==> src/rtl/core/lc3_pkg.sv <==
// Shared types, codes and helper functions for the LC-3 instruction step core.
package lc3_pkg;

   localparam logic [1:0] REQ_WRITE   = 2'd0;
   localparam logic [1:0] REQ_EXEC    = 2'd1;
   localparam logic [1:0] REQ_RESTART = 2'd2;

   localparam logic [1:0] CC_NEG  = 2'd0;
   localparam logic [1:0] CC_ZERO = 2'd1;
   localparam logic [1:0] CC_POS  = 2'd2;

   localparam logic [3:0] OP_BR   = 4'd0;
   localparam logic [3:0] OP_ADD  = 4'd1;
   localparam logic [3:0] OP_LD   = 4'd2;
   localparam logic [3:0] OP_ST   = 4'd3;
   localparam logic [3:0] OP_JSR  = 4'd4;
   localparam logic [3:0] OP_AND  = 4'd5;
   localparam logic [3:0] OP_LDR  = 4'd6;
   localparam logic [3:0] OP_STR  = 4'd7;
   localparam logic [3:0] OP_NOT  = 4'd9;
   localparam logic [3:0] OP_LDI  = 4'd10;
   localparam logic [3:0] OP_STI  = 4'd11;
   localparam logic [3:0] OP_JMP  = 4'd12;
   localparam logic [3:0] OP_LEA  = 4'd14;
   localparam logic [3:0] OP_TRAP = 4'd15;

   localparam logic [2:0] LINK_REG = 3'd7;

   localparam logic [15:0] START_RESET = 16'h3000;

   typedef enum logic [2:0] {
      ST_IDLE,
      ST_POST,
      ST_FETCH,
      ST_EXEC,
      ST_MEM1,
      ST_MEM2
   } lc3_state_type;

   typedef struct packed {
      logic [1:0]  req_type;
      logic [15:0] address;
      logic [15:0] data;
   } lc3_req_type;

   typedef struct packed {
      logic [15:0] pc;
      logic [15:0] instr_word;
      logic [1:0]  cond_code;
      logic        halted;
      logic        dest_written;
      logic [2:0]  dest_reg;
      logic [15:0] dest_value;
      logic        mem_written;
   } lc3_rsp_type;

   typedef struct packed {
      logic        halt;
      logic        load;
      logic        ldi;
      logic        sti;
      logic        store;
      logic        dest_we;
      logic        set_cc;
      logic [2:0]  dest_reg;
      logic [15:0] value;
      logic [15:0] pc_next;
      logic [15:0] mem_addr;
   } lc3_dec_type;

   function automatic logic [15:0] sext5(input logic [4:0] v);
      return {{11{v[4]}}, v};
   endfunction

   function automatic logic [15:0] sext6(input logic [5:0] v);
      return {{10{v[5]}}, v};
   endfunction

   function automatic logic [15:0] sext9(input logic [8:0] v);
      return {{7{v[8]}}, v};
   endfunction

   function automatic logic [15:0] sext11(input logic [10:0] v);
      return {{5{v[10]}}, v};
   endfunction

   function automatic logic [1:0] cc_of(input logic [15:0] v);
      logic [1:0] cc;
      if (v[15]) begin
         cc = CC_NEG;
      end else if (v == 16'h0000) begin
         cc = CC_ZERO;
      end else begin
         cc = CC_POS;
      end
      return cc;
   endfunction

endpackage

==> src/rtl/core/lc3_dec.sv <==
// Instruction decode and datapath for one LC-3 instruction.
module lc3_dec (
   input  logic [15:0]         ir,
   input  logic [15:0]         pc,
   input  logic [15:0]         ra,
   input  logic [15:0]         rb,
   input  logic [1:0]          cc,
   output lc3_pkg::lc3_dec_type dec
);
   import lc3_pkg::*;

   logic [3:0]  op;
   logic [15:0] pc_off9;
   logic [15:0] ra_off6;
   logic [15:0] src2;
   logic        taken;

   assign op      = ir[15:12];
   assign pc_off9 = pc + sext9(ir[8:0]);
   assign ra_off6 = ra + sext6(ir[5:0]);
   assign src2    = ir[5] ? sext5(ir[4:0]) : rb;
   assign taken   = (ir[11] && (cc == CC_NEG)) || (ir[10] && (cc == CC_ZERO)) ||
                    (ir[9] && (cc == CC_POS));

   always_comb begin
      dec          = '0;
      dec.halt     = (ir == 16'h0000) || (op == OP_TRAP);
      dec.dest_reg = ir[11:9];
      dec.pc_next  = pc;
      dec.mem_addr = ((op == OP_LDR) || (op == OP_STR)) ? ra_off6 : pc_off9;
      unique case (op)
         OP_BR: begin
            if (taken) begin
               dec.pc_next = pc_off9;
            end
         end
         OP_ADD: begin
            dec.dest_we = 1'b1;
            dec.set_cc  = 1'b1;
            dec.value   = ra + src2;
         end
         OP_AND: begin
            dec.dest_we = 1'b1;
            dec.set_cc  = 1'b1;
            dec.value   = ra & src2;
         end
         OP_NOT: begin
            dec.dest_we = 1'b1;
            dec.set_cc  = 1'b1;
            dec.value   = ~ra;
         end
         OP_LEA: begin
            dec.dest_we = 1'b1;
            dec.set_cc  = 1'b1;
            dec.value   = pc_off9;
         end
         OP_JSR: begin
            dec.dest_we  = 1'b1;
            dec.dest_reg = LINK_REG;
            dec.value    = pc;
            dec.pc_next  = ir[11] ? (pc + sext11(ir[10:0])) : ra;
         end
         OP_JMP: begin
            dec.pc_next = ra;
         end
         OP_LD, OP_LDR: begin
            dec.load = 1'b1;
         end
         OP_LDI: begin
            dec.ldi = 1'b1;
         end
         OP_ST, OP_STR: begin
            dec.store = 1'b1;
         end
         OP_STI: begin
            dec.sti = 1'b1;
         end
         default: begin
         end
      endcase
   end

endmodule

==> config.mk <==
export PLATFORM = sky130hd
export DESIGN_NAME = lc3_dec
export DESIGN_NICKNAME = d
export VERILOG_FILES = /design/src/rtl/core/lc3_pkg.sv /design/src/rtl/core/lc3_dec.sv
export SDC_FILE = /design/constraint.sdc
export NUM_CORES = 1
export LEC_CHECK = 0
export ABC_AREA = 1
export BUFFER_PORTS_ARGS = -buffer_cell sky130_fd_sc_hd__buf_4
export CAP_MARGIN = 20
export CORE_MARGIN = 2
export CORE_UTILIZATION = 40
export DETAILED_ROUTE_END_ITERATION = 10
export GPL_TIMING_DRIVEN = 0
export PLACE_DENSITY = 0.7
export SLEW_MARGIN = 20
export SYNTH_ARGS = -nofsm -noshare
export SYNTH_HDL_FRONTEND = slang
export SYNTH_SLANG_ARGS = --single-unit
==> constraint.sdc <==
create_clock -name vclk -period 3.5
set_input_delay 0.175 -clock vclk [all_inputs]
set_output_delay 0.175 -clock vclk [all_outputs]
set_load 0.005 [all_outputs]
==> flow_summary.json <==
{
  "outcome": "finished, final reports clean",
  "grt_pass1_wl_um": 28900,
  "ys_top_cells_by_area": "nand2_1, ha_1, inv_1, nand3_1, nor2_1",
  "crit_family": "simple AND/OR/NAND/NOR gates",
  "critPathLaunchType": "input port",
  "p_leak_nw": 3.22,
  "dp_cells": 1139,
  "seq_area_sq_um": 0,
  "fin_crit_ns": 2.95,
  "grt_antenna_before_repair": 0,
  "powerDensity_nw_per_um2": 172,
  "drt-total-wl_um": 18300,
  "synth.cells.most_frequent": "nand2_1, inv_1, nand3_1",
  "max_slew_margin_pct": 66.1,
  "power_frac_comb_pct": 100.0,
  "finalHoldViolCount": 0,
  "vias": 6208,
  "p_clk_share_pct": 0,
  "drcViolationCount": 0,
  "diodes": 0,
  "max_freq_ghz": 0.339,
  "fin_hold_ws_ns": 0.625,
  "io_pins": 124,
  "cts_setup_buffers": 0,
  "clock_buffers": 0,
  "grtUsageTotal_pct": 28.5,
  "pwr-share-seq_pct": 0,
  "syn_inst": 872,
  "hold_buffers": 0,
  "overflow": 0,
  "grt_pass1_vias": 5646,
  "worst-path-buf-inv": 3,
  "avgSynthCellArea_sq_um": 5.30,
  "cts_resized": 0,
  "die_h_um": 112,
  "max_cap_violations": 0,
  "syn_nets": 993,
  "gp_congestion": 1.00,
  "worst_pin_slew_ns": 0.508,
  "core_area_sq_um": 11400,
  "area_delta_synth_final_pct": 24.0,
  "rows": 39,
  "crit_type": "input port to output pin",
  "rsz0062_at_grt": "no",
  "portBuffers": 124,
  "crit_chain": "buf_4 > clkbuf_1 > a21oi_1 > ha_1 > fa_1 > nand3_1 > nand3_1 > nand3_1 > nand3_1 > or2_2 > nand3_1 > nand3_1 > buf_4",
  "finalNonFillerCells": 1139,
  "vias_per_cell": 5.45,
  "p_int_mw": 0.389,
  "yosysUniqueCellTypes": 43,
  "crit_top_cell": "nand3_1",
  "die_w_um": 112,
  "drt_iter0_drc": 645,
  "cp.required_ns": 3.32,
  "dr.pass1.iters": 7,
  "slew_viol_final": 0,
  "ys_warn_count": 0,
  "yosysMostFrequentCell": "nand2_1",
  "critPathMaxFanout": 15,
  "yosys.area.top_type": "nand2_1",
  "drive_gt1_share_pct": 19.0,
  "crit_arrival_ns": 2.78,
  "setup_tns_ns": 0,
  "power_mw": 0.984,
  "cp_slowest_cell": "fa_1",
  "synth_top_cell_area_share_pct": 22.3,
  "end_kind": "output pin",
  "floorplan.initialDensity_pct": 40.7,
  "netlist_area_sq_um": 4620,
  "power_switching_share_pct": 60.5,
  "netSwitchingPower_mw": 0.595,
  "grt_max_degree": 16,
  "vdd_ir_drop_max_v": 0.0000954,
  "place_hpwl_um": 15700,
  "timing.final.crit_share_pct": 84.4,
  "ys_seq_area_share_pct": 0,
  "nNetsFinal": 1119,
  "dieArea_sq_um": 12400,
  "slowest_delay_ns": 0.47,
  "ant_nets": 0,
  "seq_cells": 0,
  "hold_class": "input port to output pin",
  "setup_violations": 0,
  "routedWlPerCell_um": 16.0
}
power groups by stage:
stage | clock [mW] | combinational, mW | sequential (mW)
after floorplan | 0 | 0.588 | 0
after global placement | 0 | 0.964 | 0
after detailed placement | 0 | 0.965 | 0
after CTS | 0 | 0.971 | 0
after global routing | 0 | 1.10 | 0
final | 0 | 0.984 | 0
metrics by stage:
stage / setup slack, ns / utilization [%] / area, sq um
2_1_floorplan: 1.46 / - / 4620
3_3_place_gp: 0.601 / 50.4 / 5730
3_5_place_dp: 0.594 / 50.4 / 5730
4_1_cts: 0.588 / 50.4 / 5730
5_1_grt: 0.389 / 50.4 / 5730
6_report: 0.548 / 50.4 / 5730
cell families after synthesis:
family          Yosys count  synth area share, %
mux                       1                0.243
buf+inv                 148                 13.0
compound gates          156                 21.6
xor+xnor                  9                 1.70
simple gates            503                 48.0
fa+ha+maj                55                 15.4
path summary, 6_finish.rpt:
path / start / end / cells after the start / slack (ns)
worst min-delay path: ir[15] / dec[53] / 3 / 0.62
worst max-delay path: ir[5] / dec[44] / 13 / 0.55
area by class of cell:
cell class,count,area (sq um)
Fill cell,1248,5640
Tap cell,143,179
Multi-Input combinational cell,724,4020
Buffer,15,91.3
Inverter,133,512
Timing Repair Buffer,124,931
layer usage:
layer	share of wire, %	global-route usage (%)	wire length [um]
met2	44	47.1	8050
met5	0	0	0
met3	9.0	1.80	1640
met1	44	40.7	8070
met4	2.8	6.34	507
layout by cell type (no fill, tap or decap), types with 2 or more instances in the layout:
master    instances
nand2_1         275
buf_4           128
inv_1           120
nand3_1          90
nor2_1           84
a21oi_1          59
ha_1             52
o21ai_0          44
nand4_1          11
a221oi_2          8
or2_2             8
inv_2             8
nor3_1            7
xnor2_1           7
nor2_4            7
o21ai_1           6
nand3b_1          6
nor2_2            6
o22ai_2           5
clkbuf_1          5
inv_4             5
a21o_1            5
o221ai_1          4
o211ai_1          4
o22ai_1           4
buf_2             4
o21bai_1          4
and2_1            3
a31oi_1           3
a21boi_0          3
fa_1              3
a221oi_1          2
nand2_4           2
nor2_8            2
buf_6             2
a22oi_1           2
xor2_1            2
Note: power is estimated with default switching activity, not from simulation.
